--- config.mk ---
export PLATFORM = sky130hd
export DESIGN_NAME = wfs_ctrl
export DESIGN_NICKNAME = d
export VERILOG_FILES = /design/src/rtl/core/wfs_pkg.sv /design/src/rtl/core/wfs_ctrl.sv
export SDC_FILE = /design/constraint.sdc
export NUM_CORES = 1
export LEC_CHECK = 0
export BUFFER_PORTS_ARGS = -buffer_cell sky130_fd_sc_hd__buf_2
export CORE_MARGIN = 2
export CORE_UTILIZATION = 58
export CTS_BUF_LIST = sky130_fd_sc_hd__clkbuf_2
export DETAILED_ROUTE_END_ITERATION = 8
export PLACE_DENSITY = 0.91
export SLEW_MARGIN = 15
export SYNTH_ARGS = -nofsm -noshare
export SYNTH_HDL_FRONTEND = slang
export SYNTH_SLANG_ARGS = --single-unit
--- constraint.sdc ---
create_clock -name clk_i -period 3 [get_ports clk_i]
set_input_delay 0.75 -clock clk_i [delete_from_list [all_inputs] [get_ports clk_i]]
set_output_delay 0.75 -clock clk_i [all_outputs]
set_load 0.05 [all_outputs]
--- src/rtl/core/wfs_pkg.sv ---
// ----------------------------------------------------------------------------
// wfs_pkg
// Shared constants and types of the waypoint follow step core.
// ----------------------------------------------------------------------------
package wfs_pkg;

  localparam int unsigned Depth   = 16;
  localparam int unsigned IdxW    = $clog2(Depth);
  localparam int unsigned CntW    = $clog2(Depth + 1);
  localparam int unsigned SqrtIts = 33;
  localparam int unsigned DivIts  = 64;
  localparam int unsigned IterW   = 7;
  localparam logic [23:0] SpeedRst = 24'd65536;

  typedef enum logic [2:0] {
    ST_PUSHED  = 3'd0,
    ST_DROPPED = 3'd1,
    ST_EMPTY   = 3'd2,
    ST_MOVING  = 3'd3,
    ST_REACHED = 3'd4
  } status_e;

  typedef struct packed {
    logic    load_in;
    logic    push;
    logic    mul1;
    logic    mul2;
    logic    sum;
    logic    sqrt_init;
    logic    sqrt_step;
    logic    prod;
    logic    div_step;
    logic    move;
    logic    reach;
    logic    out_load;
    status_e out_status;
  } cmd_t;

  typedef struct packed {
    logic is_tick;
    logic full;
    logic empty;
    logic far;
    logic out_busy;
  } sts_t;

endpackage

--- src/rtl/core/wfs_ctrl.sv ---
// ----------------------------------------------------------------------------
// wfs_ctrl
// Sequencer: decodes a beat and steps the datapath through the move math.
// ----------------------------------------------------------------------------
module wfs_ctrl (
  input  logic          clk_i,
  input  logic          rst_ni,
  input  logic          in_valid_i,
  output logic          in_stall_o,
  input  wfs_pkg::sts_t sts_i,
  output wfs_pkg::cmd_t cmd_o
);

  localparam int unsigned IterW = wfs_pkg::IterW;

  typedef enum logic [3:0] {
    S_IDLE, S_DEC, S_MUL1, S_MUL2, S_SUM, S_CHK, S_SQRT, S_PROD, S_DIV, S_UPD, S_OUT
  } state_e;

  state_e                        state_q;
  logic [wfs_pkg::IterW-1:0]     cnt_q;
  wfs_pkg::status_e              status_q;

  assign in_stall_o = (state_q != S_IDLE);

  always_comb begin
    cmd_o = '0;
    cmd_o.out_status = status_q;
    case (state_q)
      S_IDLE: cmd_o.load_in = in_valid_i;
      S_DEC:  cmd_o.push = !sts_i.is_tick && !sts_i.full;
      S_MUL1: cmd_o.mul1 = 1'b1;
      S_MUL2: cmd_o.mul2 = 1'b1;
      S_SUM:  cmd_o.sum = 1'b1;
      S_CHK: begin
        cmd_o.sqrt_init = sts_i.far;
        cmd_o.reach     = !sts_i.far;
      end
      S_SQRT: cmd_o.sqrt_step = 1'b1;
      S_PROD: cmd_o.prod = 1'b1;
      S_DIV:  cmd_o.div_step = 1'b1;
      S_UPD:  cmd_o.move = 1'b1;
      S_OUT:  cmd_o.out_load = !sts_i.out_busy;
      default: cmd_o = '0;
    endcase
  end

  always_ff @(posedge clk_i or negedge rst_ni) begin
    if (!rst_ni) begin
      state_q  <= S_IDLE;
      cnt_q    <= '0;
      status_q <= wfs_pkg::ST_PUSHED;
    end else begin
      case (state_q)
        S_IDLE: if (in_valid_i) state_q <= S_DEC;
        S_DEC: begin
          if (!sts_i.is_tick) begin
            status_q <= sts_i.full ? wfs_pkg::ST_DROPPED : wfs_pkg::ST_PUSHED;
            state_q  <= S_OUT;
          end else if (sts_i.empty) begin
            status_q <= wfs_pkg::ST_EMPTY;
            state_q  <= S_OUT;
          end else begin
            state_q <= S_MUL1;
          end
        end
        S_MUL1: state_q <= S_MUL2;
        S_MUL2: state_q <= S_SUM;
        S_SUM:  state_q <= S_CHK;
        S_CHK: begin
          cnt_q <= '0;
          if (sts_i.far) begin
            state_q <= S_SQRT;
          end else begin
            status_q <= wfs_pkg::ST_REACHED;
            state_q  <= S_OUT;
          end
        end
        S_SQRT: begin
          cnt_q <= cnt_q + 1'b1;
          if (cnt_q == IterW'(wfs_pkg::SqrtIts - 1)) state_q <= S_PROD;
        end
        S_PROD: begin
          cnt_q   <= '0;
          state_q <= S_DIV;
        end
        S_DIV: begin
          cnt_q <= cnt_q + 1'b1;
          if (cnt_q == IterW'(wfs_pkg::DivIts - 1)) state_q <= S_UPD;
        end
        S_UPD: begin
          status_q <= wfs_pkg::ST_MOVING;
          state_q  <= S_OUT;
        end
        S_OUT: if (!sts_i.out_busy) state_q <= S_IDLE;
        default: state_q <= S_IDLE;
      endcase
    end
  end

endmodule

==> out/qor.yml, run 1 <==
status: "finished, final reports clean"
worst-path-max-fanout: 20
internal_power_uw: 597
yosysSeqAreaShare: 0.312
seqPwrFrac: 0.316
rr_worst_depth: 5
cp.arrival_ns: 1.99
grt_pass1_wl_um: 4350
min_path_type: "input port to async pin"
cap_viol_max_count: 0
yosysTopAreaCellShare: 0.312
power_frac_clock: 0.067
cts_tree: "yes"
grt_pass1_vias: 1003
reg2reg_slack_ns: 1.13
dp_hpwl_um: 1970
cts_num_sinks: 14
fin_crit_sh: 0.912
share_comb_of_total_power: 0.617
nFillCells: 163
route.detailed.wl_per_inst_um: 14.4
cp-start-kind: "register"
setup_viol: 0
cts.clk_slew.worst_paths_ns: 0.14
slowest_stage: "dfrtp_1"
ys_top_cells_by_area: "dfrtp_1 (31%), nand2_1 (6.4%), nand2b_1 (5.6%), o21ai_0 (4.5%), a22oi_1 (4.0%)"
antenna_found_initial: 0
ctsResizeCount: 0
die_area_um2: 2300
vias: 1148
grt-ovfl-total: 0
fin_nets: 172
cts_hold_buf: 0
pin_count: 24
die_w_um: 48.0
synth.distinct_cells: 45
ys.flop_type: "dfrtp_1"
dp_cells: 182
final.min_clock_period_ns: 2.74
hold_viol_final: 0
cts_made_buffers: 3
synth_edf_count: 0
fin_setup_tns_ns: 0
swShare: 0.562
post-route-util: 0.705
drt-initial-drc-count: 65
syn_inst: 144
area_growth_syn_to_layout_pct: 10.8
clkLatencyLatePin_ns: 0.30
die_y_um: 48.0
synth-seq-cells: 14
cts_max_level: 1
start_util: 0.636
worstPathRequired_ns: 2.25
fmax_mhz: 366
p_leak_uw: 0.000567
worstMarginPinSlew_ns: 0.599
async_reset_ff_frac: 1.00
power_density_nw_per_um2: 1100
max-slew-margin-rel: 0.601
drtAntennaViolNets: 0
yosysMostFrequentCell: "nand2_1"
wirelength_um: 2670
critical_path_class: "register to primary output"
cts_setup_buffers: 0
grt_max_degree: 22
coreArea_um2: 1760
fin_total_pwr_uw: 1360
ir_worst_vdd_mv: 0.734
finClkSkew_ns: 0.0116
synth_top_area_cell: "dfrtp_1"
clockBufferDepth: 2
rsz0062_at_grt: "false"
layout-drive-gt1-share: 0.206
grt_usage: 0.276
p_sw_uw: 767
num_rows: 15
avgSynthCellArea_um2: 7.79
num_antenna_cells: 0
detail_route.drc_violations: 0
final_max_slew_viol_count: 0
worstPathCellList: "nand2b_1, or2_1, nor2_1, buf_2"
port_buffers: 23
synth_warnings: 0
first_pass_iters: 4
syn-cell-area_um2: 1120
gp_congestion: 0.965
syn_nets: 154
rr_startpoint: "state_q[1]"
vias_per_cell: 6.21
end_kind: "primary output"
r2r_end: "cnt_q[5]"
stdcell_count: 185
max_stage_delay_ns: 0.74
synth_commonest_cells: "nand2_1 (19), dfrtp_1 (14), nand2b_1 (10), nor2_1 (10), o21ai_0 (10)"
cts-root-buf: "clkbuf_2"
[routing by layer]
metal  track usage  part of all wire
met3        0.0491             0.064
met1         0.360              0.44
met4         0.151             0.013
met2         0.432              0.48
met5             0                 0
[through the flow]
| stage | instance area [um2] | setup slack, ns | hold WS, ns |
|---|---|---|---|
| 3_5_place_dp | 1230 | 0.673 | 0.469 |
| 3_3_place_gp | 1230 | 0.721 | 0.456 |
| 6_report | 1240 | 0.264 | 0.319 |
| 4_1_cts | 1240 | 0.307 | 0.325 |
| 5_1_grt | 1240 | 0.149 | 0.338 |
| 2_1_floorplan | 1130 | 0.403 | 0.441 |
[worst max-delay path by stage]
stage                     startpoint  endpoint  slack (ns)  cells after the start
after floorplan             sts_i[0]  cmd_o[3]        0.40                      1
after global placement    state_q[3]  cmd_o[4]        0.72                      4
after detailed placement  state_q[2]  cmd_o[4]        0.67                      4
after CTS                 state_q[2]  cmd_o[4]        0.31                      4
after global routing      state_q[2]  cmd_o[4]        0.15                      4
final                     state_q[2]  cmd_o[4]        0.26                      4
[kinds of logic (layout without fill, tap and decap cells)]
| kind of cell | after synthesis | after routing | share of synthesized area |
|---|---|---|---|
| AOI/OAI and AO/OA | 47 | 47 | 0.303 |
| adders and majority gates | 2 | 2 | 0.0223 |
| buffers and inverters | 19 | 35 | 0.0780 |
| DFF | 14 | 14 | 0.312 |
| muxes | 1 | 1 | 0.0100 |
| and+or+nand+nor | 61 | 61 | 0.274 |
[area by class of cell]
class,count,area (um2),area share
Timing Repair Buffer,25,130,0.105
Inverter,7,26.3,0.0211
Tap cell,25,31.3,0.0252
Multi-Input combinational cell,111,691,0.555
Clock buffer,3,15.0,0.0121
Sequential cell,14,350,0.282
[power by group through the flow]
| stage | clock, uW | combinational [uW] | sequential [uW] |
|---|---|---|---|
| detailed placement | 0 | 834 | 431 |
| CTS | 92.6 | 838 | 427 |
| finish | 91.4 | 842 | 431 |
| floorplan | 0 | 794 | 316 |
| global route | 99.3 | 920 | 451 |
| global placement | 0 | 817 | 422 |
[critical path: cells and delay by family (launching register included)]
kind          cells  cell delay, ns
buf+inv           1            0.28
flops             1            0.74
simple gates      3            0.67
[cell usage in the layout, fill, tap and decap left out, drive strengths merged, types with 4 or more instances in the layout]
cell and count:
nor2 10, dfrtp 14, o31ai 4, a21oi 6, a22oi 6, nand2b 10
nand2 19, inv 7, nor3 5, o21ai 10, buf 25
[sequential cells by signal, indices dropped and copies added, names as in the netlist]
name and flops:
status_q 3, cnt_q 7, state_q 4
No activity file was read; power rests on OpenSTA's default activity.
==> run 2, diff against run 1 <==
Settings changed: CORE_MARGIN 2 to default, CORE_UTILIZATION 58 to 56, PLACE_DENSITY 0.91 to 0.89.
Clock period 3 ns to 2.6 ns, I/O delays scaled along.
==> run 2 against run 1 <==
Net effect:
- count of clock-buffer cells in the layout is the same
- critical path type unchanged
- global-route usage grew 0.25 points
- first-iteration DRC count shrank 31%
- die area shrank 5.0%
- critical path depth is the same
- worst setup slack lost 0.11 ns
- hold slack lost 0.089 ns
- combinational power grew 22%
- clock skew shrank 0.0068 ns
- register-to-register slack lost 0.40 ns
- largest power group unchanged
- sequential power grew 5.3%
- sequential share of layout area shrank 0.18 points
==> out/qor.yml, run 2 (synthesis results as in run 1) <==
status: "finished, final reports clean"
regMostFlops: "cnt_q"
clockBufferDepth: 2
drt-initial-drc-count: 45
cts_num_sinks: 14
min_path_type: "input port to async pin"
power_density_nw_per_um2: 1270
first_pass_iters: 4
area_growth_syn_to_layout_pct: 11.9
grt_pass1_wl_um: 4330
cts_max_level: 1
vias: 1134
rsz0062_at_grt: "false"
antenna_found_initial: 0
worst-path-max-fanout: 15
layout-drive-gt1-share: 0.216
end_kind: "primary output"
hold_viol_final: 0
final.min_clock_period_ns: 2.45
cp.arrival_ns: 1.80
detail_route.drc_violations: 0
num_rows: 15
fin_nets: 173
crit_family: "buffers and inverters"
grt_usage: 0.279
worstPathRequired_ns: 1.95
final_max_slew_viol_count: 0
worstMarginPinSlew_ns: 0.349
final_common_cell: "buf_2"
fin_setup_tns_ns: 0
critical_path_class: "register to primary output"
place_area_um2: 1240
fmax_mhz: 409
max-slew-margin-rel: 0.764
die_y_um: 46.8
slowest_stage: "dfrtp_1"
cts-root-buf: "clkbuf_2"
route.detailed.wl_per_inst_um: 14.5
grt_max_degree: 22
gp_congestion: 0.888
finalInstanceArea_um2: 1260
max_stage_delay_ns: 0.50
coreArea_um2: 1800
fin_crit_sh: 0.941
cts_tree: "yes"
pin_count: 24
cts.clk_slew.worst_paths_ns: 0.15
drtAntennaViolNets: 0
die_area_um2: 2190
cap_viol_max_count: 0
setup_viol: 0
ir_worst_vdd_mv: 0.979
largest_register_ffs: 7
final_cell_mix: "buf_2 (23), nand2_1 (19), dfrtp_1 (13)"
vias_per_cell: 6.06
largestRegisters: "cnt_q (7), state_q (4), status_q (3)"
crit_buf_inv: 2
dp_hpwl_um: 1950
die_w_um: 46.8
worstPathCellList: "buf_4, nand2b_1, nor2_1, buf_2"
finClkSkew_ns: 0.00477
wirelength_um: 2720
cts_made_buffers: 3
clkLatencyLatePin_ns: 0.28
grt_pass1_vias: 964
start_util: 0.623
cp-start-kind: "register"
port_buffers: 23
grt-ovfl-total: 0
p_leak_uw: 0.000573
num_antenna_cells: 0
cts_hold_buf: 0
-- run 2: per-stage QoR --
stage                     hold WS, ns  cells  total power [uW]  setup WS [ns]   util
after floorplan                 0.354    144              1280          0.105      -
after global placement          0.453    183              1430          0.498  0.686
after detailed placement        0.458    183              1470          0.440  0.686
after CTS                       0.232    187              1580          0.107  0.697
after global routing            0.227    187              1720         0.0270  0.697
final                           0.230    187              1600          0.153  0.697
-- run 2: area by class of cell --
| type | instances | area [um2] |
|---|---|---|
| Multi-Input combinational cell | 111 | 691 |
| Sequential cell | 14 | 352 |
| Timing Repair Buffer | 26 | 138 |
| Clock buffer | 3 | 15.0 |
| Tap cell | 25 | 31.3 |
| Fill cell | 149 | 546 |
| Clock inverter | 1 | 3.75 |
| Inverter | 7 | 26.3 |
-- run 2: final timing paths --
| kind | endpoint | depth (start not counted) | slack (ns) | start |
|---|---|---|---|---|
| setup / recovery | cmd_o[8] | 4 | 0.15 | state_q[1] |
| min in group clk_i | status_q[2] | 1 | 0.49 | status_q[2] |
| setup reg to reg | cnt_q[5] | 5 | 0.73 | state_q[2] |
| hold reg to reg | status_q[2] | 1 | 0.49 | status_q[2] |
| max in group asynchronous | state_q[0] | 1 | 2.11 | rst_ni |
| hold / removal | cnt_q[2] | 1 | 0.23 | rst_ni |
-- run 2: where the power goes --
group,internal (uW),switching (uW),total [uW]
clock,33.4,76.3,110
combinational,365,667,1030
sequential,304,150,454
total,702,893,1600
-- run 2: routing by layer --
metal  wire (um)  track usage
met3         175       0.0538
met2        1260        0.397
met5           0            0
met1        1240        0.400
met4          41        0.143
-- run 2: what timing repair did --
| item | in CTS | in global routing |
|---|---|---|
| gates resized for setup | 0 | 1 |
| buffers inserted | 0 | 0 |
| endpoints found under the setup margin | 0 | 1 |
==> run 3, diff against run 2 <==
Settings changed: ABC_AREA from default to 1, CORE_UTILIZATION 56 to 54, PLACE_DENSITY 0.89 to 0.88.
==> run 3 against run 2 <==
Net effect:
- the run now ends with design-rule violations left
- utilization up 1.5 points
- count of clock-buffer cells in the layout is the same
- clock skew fell by 0.0043 ns
- critical path type unchanged
==> out/qor.yml, run 3 <==
yosysTopAreaCellShare: 0.364
critical_path_class: "register to primary output"
worstPathRequired_ns: 1.95
synth_top_area_cell: "dfrtp_1"
worstPathCellList: "inv_2, nand2_2, nor2_4, nand2_1, inv_1, buf_2"
fin_nets: 180
area_growth_syn_to_layout_pct: 16.6
layout-drive-gt1-share: 0.266
max-slew-margin-rel: 0.692
rsz0062_at_grt: "false"
grt_pass1_wl_um: 3420
pin_count: 24
synth_commonest_cells: "nand2_1 (35), inv_1 (21), nor2_1 (19)"
finClkSkew_ns: 0.000512
final.min_clock_period_ns: 2.30
r2r_end: "state_q[3]"
ctsResizeCount: 0
drtAntennaViolNets: 0
yosysSeqAreaShare: 0.364
hold_ws_ns: 0.225
cts_tree: "yes"
power_frac_clock: 0.087
cts_made_buffers: 3
syn-cell-area_um2: 962
avgSynthCellArea_um2: 6.78
cts.clk_slew.worst_paths_ns: 0.15
synth_edf_count: 0
port_buffers: 23
p_leak_uw: 0.000631
ys_top_cells_by_area: "dfrtp_1 (36%), nand2_1 (14%), inv_1 (8.2%), nor2_1 (7.4%), nand3_1 (5.2%)"
regMostFlops: "cnt_q"
grt_pass1_vias: 868
route.detailed.wl_per_inst_um: 11.4
share_comb_of_total_power: 0.627
grt_max_degree: 15
clockBufferDepth: 2
grt_usage: 0.239
p_sw_uw: 751
crit_family: "flip-flops"
multiInputGateArea_um2: 528
drt-initial-drc-count: 33
synth-seq-cells: 14
gp_congestion: 0.885
cts_setup_buffers: 0
syn_inst: 142
first_pass_iters: 6
worst-path-max-fanout: 7
reg2reg_slack_ns: 1.17
cp.arrival_ns: 1.65
ys.flop_type: "dfrtp_1"
async_reset_ff_frac: 1.00
die_y_um: 44.2
crit_buf_inv: 3
antenna_found_initial: 0
cts_hold_buf: 0
vias_per_cell: 5.47
coreArea_um2: 1580
vias: 1012
final_common_cell: "nand2_1"
end_kind: "primary output"
fin_setup_tns_ns: 0
power_density_nw_per_um2: 1150
finalInstanceArea_um2: 1120
internal_power_uw: 544
largest_register_ffs: 7
grt-ovfl-total: 0
die_area_um2: 1950
status: "complete, but fails checks"
place_area_um2: 1100
ir_worst_vdd_mv: 0.718
fmax_mhz: 434
dp_cells: 181
final_max_slew_viol_count: 0
failed_checks: "design-rule violations"
synth_warnings: 0
rr_worst_depth: 8
detail_route.drc_violations: 2
setup_viol: 0
stdcell_count: 185
swShare: 0.580
cts_num_sinks: 14
syn_nets: 152
nFillCells: 125
die_w_um: 44.2
largestRegisters: "cnt_q (7), state_q (4), status_q (3)"
cts_max_level: 1
num_antenna_cells: 0
dp_hpwl_um: 1640
fin_crit_sh: 0.886
cap_viol_max_count: 0
synth.distinct_cells: 22
clkLatencyLatePin_ns: 0.29
num_rows: 14
max_stage_delay_ns: 0.46
slowest_stage: "dfrtp_1"
min_path_type: "input port to async pin"
start_util: 0.610
rr_startpoint: "cnt_q[1]"
hold_viol_final: 0
yosysMostFrequentCell: "nand2_1"
cp-start-kind: "register"
seqPwrFrac: 0.287
wirelength_um: 2100
final_cell_mix: "nand2_1 (35), buf_2 (23), inv_1 (21), nor2_1 (19), dfrtp_1 (14)"
cts-root-buf: "clkbuf_2"
regArea_um2: 350
worstMarginPinSlew_ns: 0.459
run 3: how the worst max path moves through the flow:
stage / from / to / slack (ns) / cells past startpoint
6_report: state_q[3] / cmd_o[9] / 0.30 / 6
3_5_place_dp: sts_i[4] / cmd_o[13] / 0.64 / 3
5_1_grt: state_q[3] / cmd_o[9] / 0.20 / 6
3_3_place_gp: sts_i[4] / cmd_o[13] / 0.66 / 3
2_1_floorplan: sts_i[0] / cmd_o[3] / 0.20 / 1
4_1_cts: state_q[3] / cmd_o[9] / 0.31 / 6
run 3: power groups by stage:
stage | clock network (uW) | logic, uW | registers (uW)
finish | 112 | 811 | 371
CTS | 112 | 812 | 370
global route | 116 | 888 | 381
global placement | 0 | 790 | 369
detailed placement | 0 | 810 | 375
floorplan | 0 | 660 | 358
run 3: stage by stage:
step | worst slack, ns | total power [uW] | utilization
after global placement | 0.663 | 1160 | 0.700
after global routing | 0.199 | 1380 | 0.712
after detailed placement | 0.638 | 1180 | 0.700
final | 0.297 | 1290 | 0.712
after CTS | 0.310 | 1290 | 0.712
after floorplan | 0.203 | 1020 | -
run 3: cells by family after synthesis:
| group | count (synthesis) | synth area share |
|---|---|---|
| AND/OR/NAND/NOR | 83 | 0.403 |
| buffers and inverters | 24 | 0.0936 |
| AO/OA/AOI/OAI | 19 | 0.113 |
| flip-flops | 14 | 0.364 |
| adder cells (fa/ha/maj) | 2 | 0.0260 |
run 3: routing by layer:
| metal | routed length (um) | global-route usage | vias to the layer above |
|---|---|---|---|
| met2 | 1010 | 0.403 | 47 |
| met1 | 894 | 0.303 | 456 |
| met3 | 165 | 0.0245 | 5 |
| li1 | - | - | 504 |
| met5 | 0 | 0 | - |
| met4 | 34 | 0.121 | 0 |
run 3: cell type report:
class | instances | area share
multi-input combinational | 104 | 0.470
timing repair buffer | 23 | 0.103
inverter | 24 | 0.0803
tap | 16 | 0.0178
clock inverter | 1 | 0.00334
clock buffer | 3 | 0.0134
sequential | 14 | 0.312
